[config.mk]
export PLATFORM = sky130hd
export DESIGN_NAME = szod_pt_fifo
export DESIGN_NICKNAME = d
export VERILOG_FILES = /design/src/rtl/szod_pkg.sv /design/src/rtl/szod_pt_fifo.sv
export SDC_FILE = /design/constraint.sdc
export NUM_CORES = 1
export LEC_CHECK = 0
export ABC_CLOCK_PERIOD_IN_PS = 3950
export CAP_MARGIN = 20
export CORE_UTILIZATION = 65
export DETAILED_ROUTE_END_ITERATION = 16
export DONT_BUFFER_PORTS = 1
export PLACE_DENSITY = 0.81
export SYNTH_ARGS = -nofsm -noshare
export SYNTH_HDL_FRONTEND = slang
export SYNTH_SLANG_ARGS = --single-unit
[constraint.sdc]
create_clock -name clk -period 3.95 [get_ports clk]
set_input_delay 0.1975 -clock clk [delete_from_list [all_inputs] [get_ports clk]]
set_output_delay 0.1975 -clock clk [all_outputs]
set_load 0.03 [all_outputs]
[src/rtl/szod_pkg.sv]
// Shared types, constants and sine table for the scan zone obstacle detector.
`timescale 1ns / 1ps
package szod_pkg;

  localparam int MAX_POINTS      = 2048;
  localparam int SINE_TABLE_BITS = 10;
  localparam int SIN_N           = 1 << SINE_TABLE_BITS;
  localparam int SIN_Q           = SIN_N / 4;
  localparam int QAW             = SINE_TABLE_BITS - 2;
  localparam int HIT_W           = $clog2(MAX_POINTS);
  localparam logic [HIT_W-1:0] HIT_MAX = HIT_W'(MAX_POINTS - 1);
  localparam int MIN_W           = 17;
  localparam logic [MIN_W-1:0] MIN_NONE = '1;
  localparam int THR_W           = 12;
  localparam int SKIP_W          = 5;
  localparam int PHASE_W         = 4;
  localparam logic [SKIP_W-1:0] SKIP_MAX = SKIP_W'(16);
  localparam logic [14:0] SIN_MAX = 15'd32767;
  localparam logic [63:0] TWO_PI_Q30 = 64'd6746518852;
  localparam logic [15:0] QUARTER_TURN = 16'd16384;

  localparam int PQ_DEPTH = 4;
  localparam int PQ_AW    = $clog2(PQ_DEPTH);

  localparam int CFG_IDX_W = 3;
  localparam logic [CFG_IDX_W-1:0] REG_STOP_BOX  = 3'd0;
  localparam logic [CFG_IDX_W-1:0] REG_DEC_BOX   = 3'd1;
  localparam logic [CFG_IDX_W-1:0] REG_AVOID_BOX = 3'd2;
  localparam logic [CFG_IDX_W-1:0] REG_THRESHOLD = 3'd3;
  localparam logic [CFG_IDX_W-1:0] REG_SKIP      = 3'd4;

  typedef enum logic [1:0] {
    VERD_TRAVEL = 2'd0,
    VERD_DEC    = 2'd1,
    VERD_STOP   = 2'd2
  } verdict_t;

  // Bounds packed as in the register: x_min in bits 15:0, y_max in bits 63:48.
  typedef struct packed {
    logic signed [15:0] y_max;
    logic signed [15:0] y_min;
    logic signed [15:0] x_max;
    logic signed [15:0] x_min;
  } box_t;

  typedef struct packed {
    box_t              stop_box;
    box_t              dec_box;
    box_t              avoid_box;
    logic [SKIP_W-1:0] skip_interval;
  } front_cfg_t;

  typedef struct packed {
    logic inx_stop;
    logic iny_stop;
    logic inx_avoid;
    logic iny_avoid;
    logic inx_dec;
    logic iny_dec;
  } zone_flags_t;

  typedef struct packed {
    logic [15:0]        range_mm;
    logic [15:0]        angle;
    logic               last_point;
    logic               keep;
    logic signed [15:0] x;
    logic signed [15:0] y;
    zone_flags_t        zones;
  } point_t;

  typedef logic [14:0] qsin_tab_t [SIN_Q];

  function automatic logic [14:0] quarter_sine(input logic [63:0] m);
    logic [63:0] th, x2, t1, t2, t3, t4, t5, t6, t7, t8;
    logic signed [63:0] sum;
    th = (m * TWO_PI_Q30) >> SINE_TABLE_BITS;
    x2 = (th * th) >> 30;
    t1 = th;
    t2 = ((t1 * x2) >> 30) / 64'd6;
    t3 = ((t2 * x2) >> 30) / 64'd20;
    t4 = ((t3 * x2) >> 30) / 64'd42;
    t5 = ((t4 * x2) >> 30) / 64'd72;
    t6 = ((t5 * x2) >> 30) / 64'd110;
    t7 = ((t6 * x2) >> 30) / 64'd156;
    t8 = ((t7 * x2) >> 30) / 64'd210;
    sum = $signed(t1) - $signed(t2) + $signed(t3) - $signed(t4)
        + $signed(t5) - $signed(t6) + $signed(t7) - $signed(t8);
    if (sum < 0) sum = 64'sd0;
    sum = (sum + 64'sd16384) >>> 15;
    if (sum > 64'sd32767) sum = 64'sd32767;
    return sum[14:0];
  endfunction

  function automatic qsin_tab_t build_qsin();
    qsin_tab_t t;
    for (int k = 0; k < SIN_Q; k++) begin
      t[k] = quarter_sine(64'(k));
    end
    return t;
  endfunction

  // First quadrant of the sine, Q0.15; the quarter-turn point is SIN_MAX.
  localparam qsin_tab_t QSIN = build_qsin();

endpackage

[src/rtl/szod_pt_fifo.sv]
// Short queue of classified points between the front end and the accumulator.
`timescale 1ns / 1ps
module szod_pt_fifo (
  input  logic             clk,
  input  logic             rst_n,
  input  logic             push,
  output logic             full,
  input  szod_pkg::point_t din,
  input  logic             pop,
  output logic             empty,
  output szod_pkg::point_t dout
);
  import szod_pkg::*;

  point_t           mem_r [PQ_DEPTH];
  logic [PQ_AW-1:0] wr_ptr_r, rd_ptr_r;
  logic [PQ_AW:0]   count_r, count_nxt;

  assign full  = (count_r == (PQ_AW+1)'(PQ_DEPTH));
  assign empty = (count_r == '0);
  assign dout  = mem_r[rd_ptr_r];

  always_comb begin
    count_nxt = count_r;
    if (push && !pop) count_nxt = count_r + 1'b1;
    if (pop && !push) count_nxt = count_r - 1'b1;
  end

  always_ff @(posedge clk) begin
    if (!rst_n) begin
      wr_ptr_r <= '0;
      rd_ptr_r <= '0;
      count_r  <= '0;
    end else begin
      count_r <= count_nxt;
      if (push) wr_ptr_r <= wr_ptr_r + 1'b1;
      if (pop)  rd_ptr_r <= rd_ptr_r + 1'b1;
    end
  end

  always_ff @(posedge clk) begin
    if (push) begin
      mem_r[wr_ptr_r] <= din;
    end
  end

endmodule

==> flow_metrics.env <==
export IMPL_post_route_period_util_pct=65.6
export IMPL_hold_viol_final=0
export IMPL_clock_root_buffer="clkbuf_16"
export IMPL_highest_signal_layer="met4"
export IMPL_wl_um=19300
export IMPL_finalCriticalPeriod_ns=2.59
export IMPL_first_global_vias=4908
export IMPL_grt_antenna_before_repair=1
export IMPL_p_per_area_nw_per_um2=556
export IMPL_finalNetCount=594
export IMPL_async_reset_ff_share_pct=0
export IMPL_grt_pass1_wl_um=29200
export IMPL_p_leak_uw=0.00401
export IMPL_gr_total_overflow=0
export IMPL_setup_crit_path_kind="flop to output port"
export IMPL_cts_sinks=297
export IMPL_max_cap_viol_count=0
export IMPL_placement_rows=47
export IMPL_crit_arrival_ns=2.39
export IMPL_cts_tree="yes"
export IMPL_post_synth_cell_area_avg_um2=25.9
export IMPL_post_place_ws_ns=1.85
export IMPL_cts_buffers=28
export IMPL_netlist_cell_type_count=22
export IMPL_commonest_cells_after_routing_fill_and_taps_aside="edfxtp_1, dlygate4sd3_1, mux4_2"
export IMPL_fmax_mhz=386
export IMPL_reg2reg_end="mem_r[0][29]$_DFFE_PP_"
export IMPL_detailedRoute_firstPassIterationCount=5
export IMPL_route_met2_wl_um=10100
export IMPL_vias=4615
export IMPL_insertion_delay_ns=0.53
export IMPL_htree_levels=1
export IMPL_fillCellCount=833
export IMPL_fin_setup_tns_ns=0
export IMPL_worst_hold_startpoint="pop"
export IMPL_clk_pin_slew_ns=0.06
export IMPL_reg2reg_from="wr_ptr_r[0]$_SDFFE_PN0P_"
export IMPL_hp_class="input pin to flop"
export IMPL_fp_dieH_um=132
export IMPL_worstSetupStartpointType="flop"
export IMPL_drtAntennaViolNets=0
export IMPL_initialDrtViolationCount=313
export IMPL_synth_warnings=0
export IMPL_syn_cell_area_um2=10900
export IMPL_post_cts_repair_setup_buffers=0
export IMPL_report_final_setup_viol=0
export IMPL_core_area_um2=16500
export IMPL_dr_vias_cell=6.16
export IMPL_finalClockSkew_ns=0.0185
export IMPL_postSynth_topFlopCell="edfxtp_1"
export IMPL_placed_cell_area_um2=11000
export IMPL_maxSlewHeadroom_pct=26.3
export IMPL_numPortBuffers=0
export IMPL_starting_density_of_the_core_pct=66.3
export IMPL_dp_final_hpwl_um=9720
export IMPL_floorplan_die_width_um=132
export IMPL_synthesis_instances=422
export IMPL_timing_final_ws_setup_ns=1.36
export IMPL_cp_required_ns=3.75
export IMPL_reg2reg_depth=3
export IMPL_place_congestion=0.665
export IMPL_grt_start_max_net_pins=73
export IMPL_critical_path_endpoint_type="output port"
export IMPL_min_path_cells=3
export IMPL_maxSlewViolCount=0
export IMPL_vdd_ir_drop_max_uv=493
export IMPL_route_detailed_wl_per_inst_um=25.7
export IMPL_synth_net_count=504
export IMPL_crit_path_max_fanout=48
export IMPL_wl_met1_um=7690
export IMPL_setup_repair_after_global_routing_missed_its_margin="false"
export IMPL_numPlacedInstances=627
export IMPL_io_pins=150
export IMPL_run_status="completed"
export IMPL_worstMarginPinSlew_ns=1.11
export IMPL_drt_drc_violations_left=0
export IMPL_syn2layout_area_growth_pct=16.3
export IMPL_grt_usage_pct=23.0
export IMPL_synth_seq_area_share_pct=80.9
export IMPL_floorplan_die_area_um2=17300
export IMPL_synth_edf_count=288
export IMPL_cts_path_max_buffers=3
export IMPL_met3_routed_wl_um=1110
export IMPL_fraction_of_layout_cells_with_a_size_suffix_above_1_pct=21.4
export IMPL_mostFrequentLayoutCell="edfxtp_1"
export IMPL_instances_no_fill=749
export IMPL_ys_ff_latch=297
export IMPL_layout_cell_area_non_filler_um2=12700
export IMPL_r2r_setup_slack_ns=2.03
export IMPL_hold_path_endpoint="count_r[2]$_SDFFE_PN0P_"
## power breakdown
part	leakage (uW)	switching (uW)	total (uW)	internal (uW)
combinational	0.000857	471	721	250
clock	0.000435	1040	2630	1590
sequential	0.00272	80.9	3700	3620
total	0.00401	1600	7050	5460
## repair_timing
| item | in CTS | in global routing |
|---|---|---|
| hold buffers | 75 | 0 |
| gates resized for setup | 0 | 0 |
| hold endpoints to repair | 297 | 0 |
## per-stage QoR
stage | utilization (%) | power [uW] | hold WS, ns
after global placement | 67.1 | 4380 | 0.297
after detailed placement | 67.1 | 4400 | 0.296
after CTS | 77.1 | 7090 | 0.0764
after floorplan | - | 4320 | 0.296
after global routing | 77.1 | 7240 | 0.144
final | 77.1 | 7050 | 0.110
## critical path, stage by stage (launching register included)
cell	delay, ns
dfxtp_4	0.67
buf_12	0.37
mux4_2	0.70
## cell type report
type	instances	area (um^2)	share of cell area [%]
sequential	297	8840	69.6
clock inverter	11	153	1.20
inverter	6	22.5	0.177
tap	220	275	2.17
timing repair buffer	76	771	6.07
clock buffer	35	748	5.89
multi-input combinational	103	1890	14.9
antenna	1	2.50	0.0197
## cells by family after synthesis
family                   after synthesis  share of synthesized area [%]
adder cells (fa/ha/maj)                6                          0.756
XOR/XNOR                               5                          0.401
buffers and inverters                 22                           1.95
AO/OA/AOI/OAI                          3                          0.160
multiplexers                          73                           15.0
flip-flops                           297                           80.9
AND/OR/NAND/NOR                       16                          0.860
## state kept, by name (all words and copies together), names as in the netlist, named ones only
register	count
count_r	3
rd_ptr_r	2
wr_ptr_r	2
mem_r	288
## per-layer routing
layer,vias up,track usage (%)
li1,1981,-
met1,2433,30.8
met2,168,38.9
met3,33,5.02
met4,0,6.40
met5,-,0
## Yosys cell counts (2+ instances only)
| cell type | instances | area (um^2) |
|---|---|---|
| xnor2_1 | 2 | 17.5 |
| mux4_1 | 2 | 52.6 |
| xor2_1 | 3 | 26.3 |
| nand2_1 | 2 | 7.51 |
| buf_2 | 7 | 35.0 |
| inv_1 | 6 | 22.5 |
| and2_1 | 10 | 62.6 |
| dfxtp_1 | 9 | 180 |
| mux4_2 | 70 | 1580 |
| edfxtp_1 | 288 | 8650 |
| ha_1 | 5 | 62.6 |
| buf_12 | 7 | 140 |
| o21ai_0 | 2 | 10.0 |
## how the worst max path moves through the flow
| stage | start | endpoint | slack (ns) | depth (start not counted) |
|---|---|---|---|---|
| final | flop | dout[64] | 1.36 | 2 |
| after global routing | flop | dout[64] | 1.20 | 2 |
| after CTS | flop | dout[54] | 1.29 | 2 |
| after detailed placement | flop | dout[50] | 1.85 | 2 |
| after global placement | flop | dout[21] | 1.86 | 2 |
| after floorplan | wr_ptr_r[0]$_SDFFE_PN0P_ | mem_r[0][0]$_DFFE_PP_ | 1.29 | 3 |
(Power assumes the default switching activity.)
