<file path="src/rtl/szod_pkg.sv">
// Shared types, constants and sine table for the scan zone obstacle detector.
`timescale 1ns / 1ps
package szod_pkg;

  localparam int MAX_POINTS      = 2048;
  localparam int SINE_TABLE_BITS = 10;
  localparam int SIN_N           = 1 << SINE_TABLE_BITS;
  localparam int SIN_Q           = SIN_N / 4;
  localparam int QAW             = SINE_TABLE_BITS - 2;
  localparam int HIT_W           = $clog2(MAX_POINTS);
  localparam logic [HIT_W-1:0] HIT_MAX = HIT_W'(MAX_POINTS - 1);
  localparam int MIN_W           = 17;
  localparam logic [MIN_W-1:0] MIN_NONE = '1;
  localparam int THR_W           = 12;
  localparam int SKIP_W          = 5;
  localparam int PHASE_W         = 4;
  localparam logic [SKIP_W-1:0] SKIP_MAX = SKIP_W'(16);
  localparam logic [14:0] SIN_MAX = 15'd32767;
  localparam logic [63:0] TWO_PI_Q30 = 64'd6746518852;
  localparam logic [15:0] QUARTER_TURN = 16'd16384;

  localparam int PQ_DEPTH = 4;
  localparam int PQ_AW    = $clog2(PQ_DEPTH);

  localparam int CFG_IDX_W = 3;
  localparam logic [CFG_IDX_W-1:0] REG_STOP_BOX  = 3'd0;
  localparam logic [CFG_IDX_W-1:0] REG_DEC_BOX   = 3'd1;
  localparam logic [CFG_IDX_W-1:0] REG_AVOID_BOX = 3'd2;
  localparam logic [CFG_IDX_W-1:0] REG_THRESHOLD = 3'd3;
  localparam logic [CFG_IDX_W-1:0] REG_SKIP      = 3'd4;

  typedef enum logic [1:0] {
    VERD_TRAVEL = 2'd0,
    VERD_DEC    = 2'd1,
    VERD_STOP   = 2'd2
  } verdict_t;

  // Bounds packed as in the register: x_min in bits 15:0, y_max in bits 63:48.
  typedef struct packed {
    logic signed [15:0] y_max;
    logic signed [15:0] y_min;
    logic signed [15:0] x_max;
    logic signed [15:0] x_min;
  } box_t;

  typedef struct packed {
    box_t              stop_box;
    box_t              dec_box;
    box_t              avoid_box;
    logic [SKIP_W-1:0] skip_interval;
  } front_cfg_t;

  typedef struct packed {
    logic inx_stop;
    logic iny_stop;
    logic inx_avoid;
    logic iny_avoid;
    logic inx_dec;
    logic iny_dec;
  } zone_flags_t;

  typedef struct packed {
    logic [15:0]        range_mm;
    logic [15:0]        angle;
    logic               last_point;
    logic               keep;
    logic signed [15:0] x;
    logic signed [15:0] y;
    zone_flags_t        zones;
  } point_t;

  typedef logic [14:0] qsin_tab_t [SIN_Q];

  function automatic logic [14:0] quarter_sine(input logic [63:0] m);
    logic [63:0] th, x2, t1, t2, t3, t4, t5, t6, t7, t8;
    logic signed [63:0] sum;
    th = (m * TWO_PI_Q30) >> SINE_TABLE_BITS;
    x2 = (th * th) >> 30;
    t1 = th;
    t2 = ((t1 * x2) >> 30) / 64'd6;
    t3 = ((t2 * x2) >> 30) / 64'd20;
    t4 = ((t3 * x2) >> 30) / 64'd42;
    t5 = ((t4 * x2) >> 30) / 64'd72;
    t6 = ((t5 * x2) >> 30) / 64'd110;
    t7 = ((t6 * x2) >> 30) / 64'd156;
    t8 = ((t7 * x2) >> 30) / 64'd210;
    sum = $signed(t1) - $signed(t2) + $signed(t3) - $signed(t4)
        + $signed(t5) - $signed(t6) + $signed(t7) - $signed(t8);
    if (sum < 0) sum = 64'sd0;
    sum = (sum + 64'sd16384) >>> 15;
    if (sum > 64'sd32767) sum = 64'sd32767;
    return sum[14:0];
  endfunction

  function automatic qsin_tab_t build_qsin();
    qsin_tab_t t;
    for (int k = 0; k < SIN_Q; k++) begin
      t[k] = quarter_sine(64'(k));
    end
    return t;
  endfunction

  // First quadrant of the sine, Q0.15; the quarter-turn point is SIN_MAX.
  localparam qsin_tab_t QSIN = build_qsin();

endpackage

</file>
<file path="src/rtl/szod_back.sv">
// Back end: per-scan hit counting, nearest-hit tracking and verdict register.
`timescale 1ns / 1ps
module szod_back (
  input  logic                     clk,
  input  logic                     rst_n,
  input  logic [szod_pkg::THR_W-1:0] point_threshold,
  input  logic                     pt_empty,
  output logic                     pt_pop,
  input  szod_pkg::point_t         pt,
  output logic                     out_empty,
  input  logic                     out_pop,
  output logic [1:0]               out_verdict,
  output logic signed [15:0]       out_obstacle_x,
  output logic signed [15:0]       out_obstacle_y,
  output logic signed [15:0]       out_bearing
);
  import szod_pkg::*;

  verdict_t           lv_r, verdict;
  logic [HIT_W-1:0]   p_hits_r, s_hits_r, p_hits_nxt, s_hits_nxt;
  logic [MIN_W-1:0]   p_min_r, s_min_r, p_min_nxt, s_min_nxt;
  logic [15:0]        p_x_r, p_y_r, p_a_r, s_x_r, s_y_r, s_a_r;
  logic [15:0]        p_x_nxt, p_y_nxt, p_a_nxt, s_x_nxt, s_y_nxt, s_a_nxt;
  logic               out_v_r;
  verdict_t           out_verd_r;
  logic [15:0]        out_x_r, out_y_r, out_b_r;
  logic               prim_inx, prim_iny, p_hit, s_hit;
  logic [THR_W-1:0]   thr;
  logic [15:0]        o_x, o_y, o_b;

  assign pt_pop = !pt_empty && (!pt.last_point || !out_v_r || out_pop);

  always_comb begin
    prim_inx = (lv_r == VERD_STOP) ? pt.zones.inx_avoid : pt.zones.inx_stop;
    prim_iny = (lv_r == VERD_STOP) ? pt.zones.iny_avoid : pt.zones.iny_stop;
    p_hit = pt.keep && prim_inx && prim_iny;
    s_hit = pt.keep && !prim_inx && pt.zones.inx_dec && pt.zones.iny_dec;

    p_hits_nxt = p_hits_r;
    p_min_nxt  = p_min_r;
    p_x_nxt    = p_x_r;
    p_y_nxt    = p_y_r;
    p_a_nxt    = p_a_r;
    s_hits_nxt = s_hits_r;
    s_min_nxt  = s_min_r;
    s_x_nxt    = s_x_r;
    s_y_nxt    = s_y_r;
    s_a_nxt    = s_a_r;
    if (p_hit) begin
      if (p_hits_r != HIT_MAX) p_hits_nxt = p_hits_r + 1'b1;
      if (MIN_W'(pt.range_mm) < p_min_r) begin
        p_min_nxt = MIN_W'(pt.range_mm);
        p_x_nxt   = pt.x;
        p_y_nxt   = pt.y;
        p_a_nxt   = pt.angle;
      end
    end
    if (s_hit) begin
      if (s_hits_r != HIT_MAX) s_hits_nxt = s_hits_r + 1'b1;
      if (MIN_W'(pt.range_mm) < s_min_r) begin
        s_min_nxt = MIN_W'(pt.range_mm);
        s_x_nxt   = pt.x;
        s_y_nxt   = pt.y;
        s_a_nxt   = pt.angle;
      end
    end

    // A zero threshold still needs one hit.
    thr = (point_threshold == '0) ? THR_W'(1) : point_threshold;
    if (THR_W'(p_hits_nxt) >= thr) begin
      verdict = VERD_STOP;
      o_x = p_x_nxt;
      o_y = p_y_nxt;
      o_b = QUARTER_TURN - p_a_nxt;
    end else if (THR_W'(s_hits_nxt) >= thr) begin
      verdict = VERD_DEC;
      o_x = s_x_nxt;
      o_y = s_y_nxt;
      o_b = QUARTER_TURN - s_a_nxt;
    end else begin
      verdict = VERD_TRAVEL;
      o_x = '0;
      o_y = '0;
      o_b = '0;
    end
  end

  always_ff @(posedge clk) begin
    if (!rst_n) begin
      lv_r     <= VERD_TRAVEL;
      out_v_r  <= 1'b0;
      p_hits_r <= '0;
      s_hits_r <= '0;
      p_min_r  <= MIN_NONE;
      s_min_r  <= MIN_NONE;
      p_x_r    <= '0;
      p_y_r    <= '0;
      p_a_r    <= '0;
      s_x_r    <= '0;
      s_y_r    <= '0;
      s_a_r    <= '0;
    end else begin
      if (out_pop && out_v_r && !(pt_pop && pt.last_point)) out_v_r <= 1'b0;
      if (pt_pop && pt.last_point) begin
        lv_r     <= verdict;
        out_v_r  <= 1'b1;
        p_hits_r <= '0;
        s_hits_r <= '0;
        p_min_r  <= MIN_NONE;
        s_min_r  <= MIN_NONE;
        p_x_r    <= '0;
        p_y_r    <= '0;
        p_a_r    <= '0;
        s_x_r    <= '0;
        s_y_r    <= '0;
        s_a_r    <= '0;
      end else if (pt_pop) begin
        p_hits_r <= p_hits_nxt;
        s_hits_r <= s_hits_nxt;
        p_min_r  <= p_min_nxt;
        s_min_r  <= s_min_nxt;
        p_x_r    <= p_x_nxt;
        p_y_r    <= p_y_nxt;
        p_a_r    <= p_a_nxt;
        s_x_r    <= s_x_nxt;
        s_y_r    <= s_y_nxt;
        s_a_r    <= s_a_nxt;
      end
    end
  end

  always_ff @(posedge clk) begin
    if (pt_pop && pt.last_point) begin
      out_verd_r <= verdict;
      out_x_r    <= o_x;
      out_y_r    <= o_y;
      out_b_r    <= o_b;
    end
  end

  assign out_empty      = !out_v_r;
  assign out_verdict    = out_verd_r;
  assign out_obstacle_x = out_x_r;
  assign out_obstacle_y = out_y_r;
  assign out_bearing    = out_b_r;

endmodule

</file>
<file path="config.mk">
export PLATFORM = sky130hd
export DESIGN_NAME = szod_back
export DESIGN_NICKNAME = d
export VERILOG_FILES = /design/src/rtl/szod_pkg.sv /design/src/rtl/szod_back.sv
export SDC_FILE = /design/constraint.sdc
export NUM_CORES = 1
export LEC_CHECK = 0
export ABC_AREA = 1
export BUFFER_PORTS_ARGS = -buffer_cell sky130_fd_sc_hd__buf_2
export CAP_MARGIN = 10
export CORE_ASPECT_RATIO = 2
export CORE_MARGIN = 3
export CORE_UTILIZATION = 28
export CTS_BUF_LIST = sky130_fd_sc_hd__clkbuf_8
export DETAILED_ROUTE_END_ITERATION = 12
export SLEW_MARGIN = 20
export SYNTH_ARGS = -nofsm -noshare
export SYNTH_HDL_FRONTEND = slang
export SYNTH_SLANG_ARGS = --single-unit
</file>
<file path="constraint.sdc">
create_clock -name clk -period 4.4 [get_ports clk]
set_clock_uncertainty 0.15 [all_clocks]
set_input_delay 0.44 -clock clk [delete_from_list [all_inputs] [get_ports clk]]
set_output_delay 0.44 -clock clk [all_outputs]
set_load 0.005 [all_outputs]
</file>
==> flow_summary.yaml, run 1 <==
sta:
  setup_repair_after_global_routing_missed_its_margin: "false"
  report.final.hold_viol_count: 0
  timing.final.max_slew_violations: 0
  relSlewSlack_pct: 29.46
  fin_ws_ps: 436.2
  setup_tns_ps: 0
  setup_viol: 0
  tightestPinTransition_ps: 1058
  holdWs_ps: 37.12
  peak_clock_frequency_supported_by_timing_mhz: 252.3
  period_minus_slack_ps: 3964
  min_period_over_period_pct: 90.09
floorplanning:
  chipWidth_um: 147.9
  core-area_mm2: 0.03956
  dieHeight_um: 289.8
  num_io_pins: 140
  initial_core_util_pct: 28.50
  num_rows: 103
  dieArea_mm2: 0.04286
placement:
  routabilityCongestion: 0.8850
  port-buffer-count: 139
  placedInstanceArea_mm2: 0.01254
  dp_slack_ps: 321.5
  dp_hpwl_um: 24580
synthesis:
  dominantRegCellSynth: "sky130_fd_sc_hd__dfxtp_1"
  synth_top_cell_by_area: "sky130_fd_sc_hd__dfxtp_1"
  ys_types: 50
  syn_inst: 1489
  synth_largest_type_area_fraction_pct: 27.52
  ys_top_cells_by_count: "sky130_fd_sc_hd__nand2_1 (281), sky130_fd_sc_hd__nor2_1 (176), sky130_fd_sc_hd__inv_1 (167), sky130_fd_sc_hd__dfxtp_1 (155), sky130_fd_sc_hd__o21ai_0 (143)"
  synthesis.area_mm2: 0.01127
  syn_area_per_cell_um2: 7.572
  syn-num-nets: 1633
  synth.yosys.seq_area_share_pct: 40.84
  ys_async_sr_fraction_pct: 0
  netlist_top_cells_area: "sky130_fd_sc_hd__dfxtp_1 (28%), sky130_fd_sc_hd__edfxtp_1 (13%), sky130_fd_sc_hd__nand2_1 (9.4%)"
  synth-seq-cells: 205
  number_of_flops_mapped_to_enable_cells_by_yosys: 50
  synthesis.yosys.warnings: 0
  synth_most_common_cell: "sky130_fd_sc_hd__nand2_1"
clocking:
  worst_skew_pair.late_latency_ps: 610
  numClockSinks: 205
  clock-root-buffer: "sky130_fd_sc_hd__clkbuf_8"
  cts_tree: "done"
  clk_path_buf_depth: 3
  cts.htree.levels: 1
  path_clk_slew_ps: 70
  cts_made_buffers: 30
critical_path:
  cp-end-kind: "flop"
  ff2ff_setup_slack_ps: 440
  timing.critical_path.slowest_stage_cell: "sky130_fd_sc_hd__dfxtp_1"
  crit_required_ps: 4700
  critPathBufInv: 2
  max_stage_delay_ps: 390
  crit_family: "simple AND/OR/NAND/NOR gates"
  timing.setup.critical_path_class: "reg2reg"
  cp_common_cell: "sky130_fd_sc_hd__nand2_1"
  worstPathCellList: "ha_1 -> nand2_1 -> nor3_2 -> nand2_1 -> nor3_1 -> a21oi_2 -> nand4_1 -> nor2_1 -> nand3_1 -> xor2_1 -> inv_1 -> ha_1 -> nand2_1 -> nor2_1 -> a211oi_1 -> nand2_1 -> nand3_1 -> nand2_1 -> a21oi_1 -> nor2_2 -> buf_4 -> nor2_4 -> nand3_1 -> o21ai_1"
  worst_setup_path_start_kind: "flop"
  cp_max_fo: 17
  worst_ep_arrival_time_ps: 4260
cells_and_area:
  stdcell_area_mm2: 0.01368
  layout_overhead_on_the_synthesized_area_pct: 21.32
  n_fill_cell: 4195
  drive_gt1_share_pct: 15.51
  design.final.nets: 1809
routing:
  finalWirelength_um: 34840
  initialDrtViolationCount: 348
  route.antenna.remaining_nets: 0
  num_vias: 10540
  detail_route.first_pass.iterations: 4
  drc: 0
  post_drt_via_cell_ratio: 4.755
  wl_per_cell_um: 15.72
run:
  timing.max_cap.violations: 0
status:
  status: "finished, final reports clean"
global_routing:
  antenna_found_initial: 3
  grt_first_pass_wirelength_um: 53980
  groute.usage.overall_pct: 15.73
  gr-total-overflow: 0
  number_of_global_route_vias_before_repair: 10340
  grt_start_max_net_pins: 88
power_and_ir_drop:
  irDropWorstVdd_v: 0.0001705
  power.density_mw_per_mm2: 299.2
  cellLeakagePower_uw: 0.006486
hold_path:
  kind_of_path_behind_the_tightest_hold_check: "in2reg"
==> metrics by stage <==
step / power [uW] / util (%) / cells
after floorplan: 2396 / - / 1489
after global placement: 2605 / 31.68 / 2101
after CTS: 4170 / 34.53 / 2214
after detailed placement: 2615 / 31.68 / 2101
after global routing: 4297 / 34.57 / 2216
final: 4093 / 34.57 / 2216
==> where the power goes <==
part	internal (uW)	leakage, uW	switching, uW	total (uW)
Clock	691	0.000331	791	1480
Combinational	226	0.00441	378	603
Sequential	1980	0.00175	27.5	2010
==> tightest hold or removal path: stages <==
cell                       delay, ps
sky130_fd_sc_hd__buf_2           130
sky130_fd_sc_hd__nor2_1          100
sky130_fd_sc_hd__a211oi_1         60
==> area by class of cell <==
type,count,area (um^2),area share (%)
tap,525,656.9,4.802
inverter,175,656.9,4.802
antenna,2,5.005,0.03659
sequential,205,4604,33.66
clock inverter,23,102.6,0.7501
multi-input combinational,1035,5742,41.98
clock buffer,33,454.2,3.321
timing repair buffer,218,1456,10.65
==> worst paths after layout <==
check	depth (start not counted)	from	to
worst max register to register	24	p_hits_r[0]	out_bearing[9]
worst min-delay path	3	pt[31]	s_x_r[9]
worst min register to register	2	p_a_r[2]	p_a_r[2]
worst max-delay path	24	p_hits_r[0]	out_bearing[9]
==> state kept, by name (all words and copies together) (netlist names), 11 cells and up <==
signal          flops
out_bearing        16
out_obstacle_x     16
p_hits_r           11
s_a_r              16
s_y_r              16
s_x_r              16
s_hits_r           11
s_min_r            17
p_a_r              16
p_y_r              16
out_obstacle_y     16
p_min_r            17
p_x_r              16
==> per-layer routing <==
layer	share of wire [%]	routed length (um)	GRT usage, %
met3	3.7	1305	1.826
met1	37	12750	15.45
met4	4.5	1571	7.584
met5	0.037	13	0
met2	55	19200	31.91
==> layout by cell type (no fill, tap or decap), drive strengths merged, types with 20 or more instances in the layout <==
cell type	instances
nand3	45
xor2	20
nand2	292
dfxtp	155
dlygate4sd3	57
o22ai	34
buf	161
o21ai	164
a21oi	94
edfxtp	50
mux2i	33
nor2	195
a211oi	43
inv	187
nand4	25
clkbuf	33
ha	56
==> logic make-up after synthesis <==
logic type	count (synthesis)	synth area share, %
AND/OR/NAND/NOR	573	21.98
AO/OA/AOI/OAI	349	17.53
buffers and inverters	249	8.601
flip-flops	205	40.84
adder cells (fa/ha/maj)	56	6.215
multiplexers	33	2.963
XOR/XNOR	24	1.864
==> timing repair <==
action	CTS	global route
setup buffers	0	0
hold buffers	57	0
gates resized for setup	0	2
hold endpoints to repair	105	0
endpoints found under the setup margin	0	9
No activity file was read; power rests on OpenSTA's default activity.
==> run 2, diff against run 1 <==
--- a/config.mk
+++ b/config.mk
@@ -10,9 +10,10 @@
 export CAP_MARGIN = 10
 export CORE_ASPECT_RATIO = 2
 export CORE_MARGIN = 3
-export CORE_UTILIZATION = 28
+export CORE_UTILIZATION = 55
 export CTS_BUF_LIST = sky130_fd_sc_hd__clkbuf_8
 export DETAILED_ROUTE_END_ITERATION = 12
+export PLACE_DENSITY = 0.76
 export SLEW_MARGIN = 20
 export SYNTH_ARGS = -nofsm -noshare
 export SYNTH_HDL_FRONTEND = slang
==> flow_summary.yaml, run 2 (synthesized netlist as in run 1, its figures left out) <==
critical_path:
  crit_required_ps: 4560
  worst_ep_arrival_time_ps: 4250
  cp-end-kind: "flop"
  cp_max_fo: 34
  timing.setup.critical_path_class: "reg2reg"
  worst_setup_path_start_kind: "flop"
cells_and_area:
  final_cell_count_without_fillers: 1934
  commonest_cells_after_routing_fill_and_taps_aside: "sky130_fd_sc_hd__nand2_1 (279), sky130_fd_sc_hd__inv_1 (179), sky130_fd_sc_hd__nor2_1 (175)"
  layout_overhead_on_the_synthesized_area_pct: 17.18
  stdcell_area_mm2: 0.01321
  leading_cell_type_in_the_layout_fill_and_taps_excluded: "sky130_fd_sc_hd__nand2_1"
  antenna_cells_inserted: 0
  drive_gt1_share_pct: 15.61
  design.final.nets: 1795
  utilization_pct: 66.05
  top_regs: "p_min_r (17), s_min_r (17)"
floorplanning:
  num_io_pins: 140
  dieArea_mm2: 0.02236
  dieHeight_um: 208.5
  num_rows: 73
  chipWidth_um: 107.2
  core-area_mm2: 0.02000
  initial_core_util_pct: 56.36
power_and_ir_drop:
  switching_portion_of_total_power_pct: 27.93
  power.density_mw_per_mm2: 302.3
  internal_power_uw: 2879
  cellLeakagePower_uw: 0.006421
  combinational_cell_fraction_of_total_power_pct: 14.5
  power.clock.fraction_pct: 35.3
  irDropWorstVdd_v: 0.0002758
  post-layout-total-power_uw: 3994
  seq_power_share_pct: 50.2
  switchingPower_uw: 1115
routing:
  wl_per_cell_um: 15.44
  num_vias: 10420
  post_drt_via_cell_ratio: 5.388
  m1WireLength_um: 11000
  route.antenna.remaining_nets: 0
  finalWirelength_um: 29860
  met3RoutedLength_um: 1340
  initialDrtViolationCount: 410
  drc: 0
  route.top_layer_used: "met4"
  detail_route.first_pass.iterations: 5
  routed_wire_length_on_met2_um: 15990
clocking:
  cts_made_buffers: 29
  path_clk_slew_ps: 70
  clock-root-buffer: "sky130_fd_sc_hd__clkbuf_8"
  cts.htree.levels: 1
  numClockSinks: 205
  worst_skew_pair.late_latency_ps: 570
  clk_path_buf_depth: 3
  cts_tree: "done"
sta:
  relSlewSlack_pct: 32.59
  report.final.hold_viol_count: 0
  timing.final.max_slew_violations: 0
  setup_viol: 0
  holdWs_ps: 40.31
  tightestPinTransition_ps: 1011
  peak_clock_frequency_supported_by_timing_mhz: 244.4
  period_minus_slack_ps: 4091
  min_period_over_period_pct: 92.99
global_routing:
  grt_start_max_net_pins: 88
  groute.usage.overall_pct: 26.44
  number_of_global_route_vias_before_repair: 10240
  grt_first_pass_wirelength_um: 48400
  gr-total-overflow: 0
  antenna_found_initial: 0
placement:
  routabilityCongestion: 0.9101
  placedInstanceArea_mm2: 0.01216
  port-buffer-count: 139
  dp_hpwl_um: 20570
  post-place-cells: 1834
hold_path:
  kind_of_path_behind_the_tightest_hold_check: "in2reg"
status:
  status: "finished, final reports clean"
run:
  timing.max_cap.violations: 0
[run 2: power by group through the flow]
stage	combinational [uW]	clock (uW)	sequential (uW)
2_1_floorplan	354	0	2040
3_3_place_gp	533	0	2050
3_5_place_dp	543	0	2050
4_1_cts	578	1450	2010
5_1_grt	653	1520	2010
6_report	581	1410	2010
[run 2: worst paths after layout]
check / cells after the start / end / slack (ps) / startpoint
worst max-delay path: 21 / out_bearing[4] / 310 / lv_r[0]
worst min-delay path: 3 / p_a_r[5] / 40 / pt[45]
worst max register to register: 21 / out_bearing[4] / 310 / lv_r[0]
worst min register to register: 2 / p_a_r[14] / 300 / p_a_r[14]
[run 2: area by class of cell]
type                            instances  area (um^2)
Inverter                              175        656.9
Fill cell                            1771         6792
Timing Repair Buffer                  205         1326
Clock inverter                         19        77.57
Multi-Input combinational cell       1035         5764
Sequential cell                       205         4604
Clock buffer                           33        454.2
Tap cell                              262        327.8
[run 2: metrics by stage]
step                      setup WS (ps)  TNS [ps]
after floorplan                   639.9         0
after global placement            122.0         0
after detailed placement         -62.15     -1370
after CTS                         113.0         0
after global routing             -3.676    -3.676
final                             308.5         0
[run 2: metal layers]
layer	GRT usage [%]	up-vias
met3	3.850	88
li1	-	5280
met1	26.85	4780
met5	0	-
met2	50.21	272
met4	14.17	0
[run 2: what timing repair did]
item	CTS	global route
setup endpoints to repair	33	51
hold buffers	46	0
pin swaps	0	1
buffers inserted	0	2
endpoints found under the hold margin	77	0
resized for setup	1	8
[run 2: worst max-delay path, cell delays in order, from the launching register on]
cell and delay [ps]:
sky130_fd_sc_hd__dfxtp_1 300, sky130_fd_sc_hd__inv_1 120, sky130_fd_sc_hd__nand2_1 90, sky130_fd_sc_hd__nand2_1 110
sky130_fd_sc_hd__nand2_4 100, sky130_fd_sc_hd__nor2_8 140, sky130_fd_sc_hd__o31ai_2 150, sky130_fd_sc_hd__nor4b_2 400
sky130_fd_sc_hd__nand3_1 190, sky130_fd_sc_hd__nor2_1 160, sky130_fd_sc_hd__xor2_1 220, sky130_fd_sc_hd__inv_1 70
sky130_fd_sc_hd__ha_1 310, sky130_fd_sc_hd__a21oi_1 140, sky130_fd_sc_hd__o21ai_0 90, sky130_fd_sc_hd__nand2_1 60
sky130_fd_sc_hd__o2111ai_1 130, sky130_fd_sc_hd__a31oi_2 290, sky130_fd_sc_hd__inv_1 90, sky130_fd_sc_hd__nand2_1 160
sky130_fd_sc_hd__buf_12 220, sky130_fd_sc_hd__o21ai_1 100
==> run 3, diff against run 2 <==
--- a/config.mk
+++ b/config.mk
@@ -13,6 +13,7 @@
 export CORE_UTILIZATION = 55
 export CTS_BUF_LIST = sky130_fd_sc_hd__clkbuf_8
 export DETAILED_ROUTE_END_ITERATION = 12
+export HOLD_SLACK_MARGIN = 0.12
 export PLACE_DENSITY = 0.76
 export SLEW_MARGIN = 20
 export SYNTH_ARGS = -nofsm -noshare
==> flow_summary.yaml, run 3 (synthesized netlist as in run 1, its figures left out) <==
sta:
  relSlewSlack_pct: 31.82
  report.final.hold_viol_count: 0
  setup_tns_ps: 0
  tightestPinTransition_ps: 1023
  peak_clock_frequency_supported_by_timing_mhz: 243.3
  setup_viol: 0
  min_period_over_period_pct: 93.42
  fin_ws_ps: 289.3
  period_minus_slack_ps: 4111
  timing.final.max_slew_violations: 0
  setup_repair_after_global_routing_missed_its_margin: "false"
routing:
  drc: 0
  finalWirelength_um: 30400
  met3RoutedLength_um: 1025
  post_drt_via_cell_ratio: 5.386
  wl_per_cell_um: 15.54
  routed_wire_length_on_met2_um: 16330
  detail_route.first_pass.iterations: 5
  num_vias: 10540
  initialDrtViolationCount: 432
  m1WireLength_um: 11570
  route.top_layer_used: "met4"
  route.antenna.remaining_nets: 0
global_routing:
  gr-total-overflow: 0
  grt_first_pass_wirelength_um: 49010
  number_of_global_route_vias_before_repair: 10410
  grt_start_max_net_pins: 88
  groute.usage.overall_pct: 26.75
  antenna_found_initial: 0
cells_and_area:
  drive_gt1_share_pct: 15.52
  final_cell_count_without_fillers: 1957
  design.final.nets: 1818
  top_regs: "p_min_r (17), s_min_r (17)"
  antenna_cells_inserted: 0
  leading_cell_type_in_the_layout_fill_and_taps_excluded: "sky130_fd_sc_hd__nand2_1"
  layout_overhead_on_the_synthesized_area_pct: 19.18
  commonest_cells_after_routing_fill_and_taps_aside: "sky130_fd_sc_hd__nand2_1 (279), sky130_fd_sc_hd__inv_1 (179), sky130_fd_sc_hd__nor2_1 (175)"
critical_path:
  crit_required_ps: 4560
  worst_ep_arrival_time_ps: 4270
  timing.critical_path.slowest_stage_cell: "sky130_fd_sc_hd__nor4b_2"
  critPathBufInv: 4
  crit_family: "simple AND/OR/NAND/NOR gates"
  cp_max_fo: 34
  worstPathCellList: "inv_1 -> nand2_1 -> nand2_1 -> nand2_4 -> nor2_8 -> o31ai_2 -> nor4b_2 -> nand3_1 -> nor2_1 -> xor2_1 -> inv_1 -> ha_1 -> a21oi_1 -> o21ai_0 -> nand2_1 -> o2111ai_1 -> a31oi_2 -> inv_1 -> nand2_1 -> buf_12 -> o21ai_1"
  cp_common_cell: "sky130_fd_sc_hd__nand2_1"
  max_stage_delay_ps: 390
  worst_setup_path_start_kind: "flop"
  timing.setup.critical_path_class: "reg2reg"
  cp-end-kind: "flop"
  ff2ff_setup_slack_ps: 290
clocking:
  clk_path_buf_depth: 3
  cts_made_buffers: 29
  cts.htree.levels: 1
  numClockSinks: 205
  clock-root-buffer: "sky130_fd_sc_hd__clkbuf_8"
  cts_tree: "done"
  path_clk_slew_ps: 70
  worst_skew_pair.late_latency_ps: 580
placement:
  port-buffer-count: 139
  dp_slack_ps: -62.15
  post-place-cells: 1834
  routabilityCongestion: 0.9101
  dp_hpwl_um: 20570
floorplanning:
  dieHeight_um: 208.5
  num_rows: 73
  chipWidth_um: 107.2
  dieArea_mm2: 0.02236
  num_io_pins: 140
  core-area_mm2: 0.02000
  initial_core_util_pct: 56.36
power_and_ir_drop:
  post-layout-total-power_uw: 4016
  power.density_mw_per_mm2: 298.9
  cellLeakagePower_uw: 0.006518
  irDropWorstVdd_v: 0.0002666
hold_path:
  kind_of_path_behind_the_tightest_hold_check: "in2reg"
status:
  status: "finished, final reports clean"
run:
  timing.max_cap.violations: 0
run 3: area by class of cell:
type,instances,area (um^2)
well taps,262,327.8
flip-flops and latches,205,4604
clock buffers,33,454.2
repair buffers,228,1551
clock inverters,19,77.57
inverters,175,656.9
fillers,1723,6566
multi-input cells,1035,5764
run 3: worst paths after layout:
path,from,endpoint,depth (start not counted)
max,lv_r[0],out_bearing[4],21
min,pt[38],p_hits_r[10],5
max reg2reg,lv_r[0],out_bearing[4],21
min reg2reg,p_a_r[14],p_a_r[14],2
run 3: worst register-to-register path: cells and delay by family (launching register included):
| kind | cells | cell delay, ps |
|---|---|---|
| adders and majority gates | 1 | 310 |
| DFF | 1 | 310 |
| and+or+nand+nor | 9 | 1400 |
| buffers and inverters | 4 | 510 |
| AOI/OAI and AO/OA | 6 | 940 |
| xor gates and xnor gates | 1 | 230 |
run 3: power breakdown:
group	leakage, uW	switching [uW]	internal [uW]	total [uW]
Combinational	0.00445	369	231	601
Clock	0.000319	730	680	1410
Sequential	0.00175	25.3	1980	2010
Total	0.00652	1120	2890	4020
run 3: metrics by stage:
step | hold slack [ps] | utilization (%) | area (um^2)
floorplan | 279.7 | - | 11270
global placement | 290.6 | 60.79 | 12160
detailed placement | 296.3 | 60.79 | 12160
CTS | 176.9 | 66.82 | 13370
global route | 246.7 | 67.17 | 13440
finish | 239.2 | 67.17 | 13440
run 3: metal layers:
layer | vias to the layer above | track usage, %
met3 | 89 | 3.136
li1 | 5322 | -
met5 | - | 0
met2 | 262 | 51.18
met1 | 4867 | 27.49
met4 | 0 | 13.95
run 3: what timing repair did:
item | 4_1_cts | 5_1_grt
setup buffers | 0 | 4
resized for setup | 1 | 8
endpoints found under the setup margin | 33 | 51
endpoints found under the hold margin | 123 | 0
pin swaps | 0 | 1
hold buffers | 67 | 0
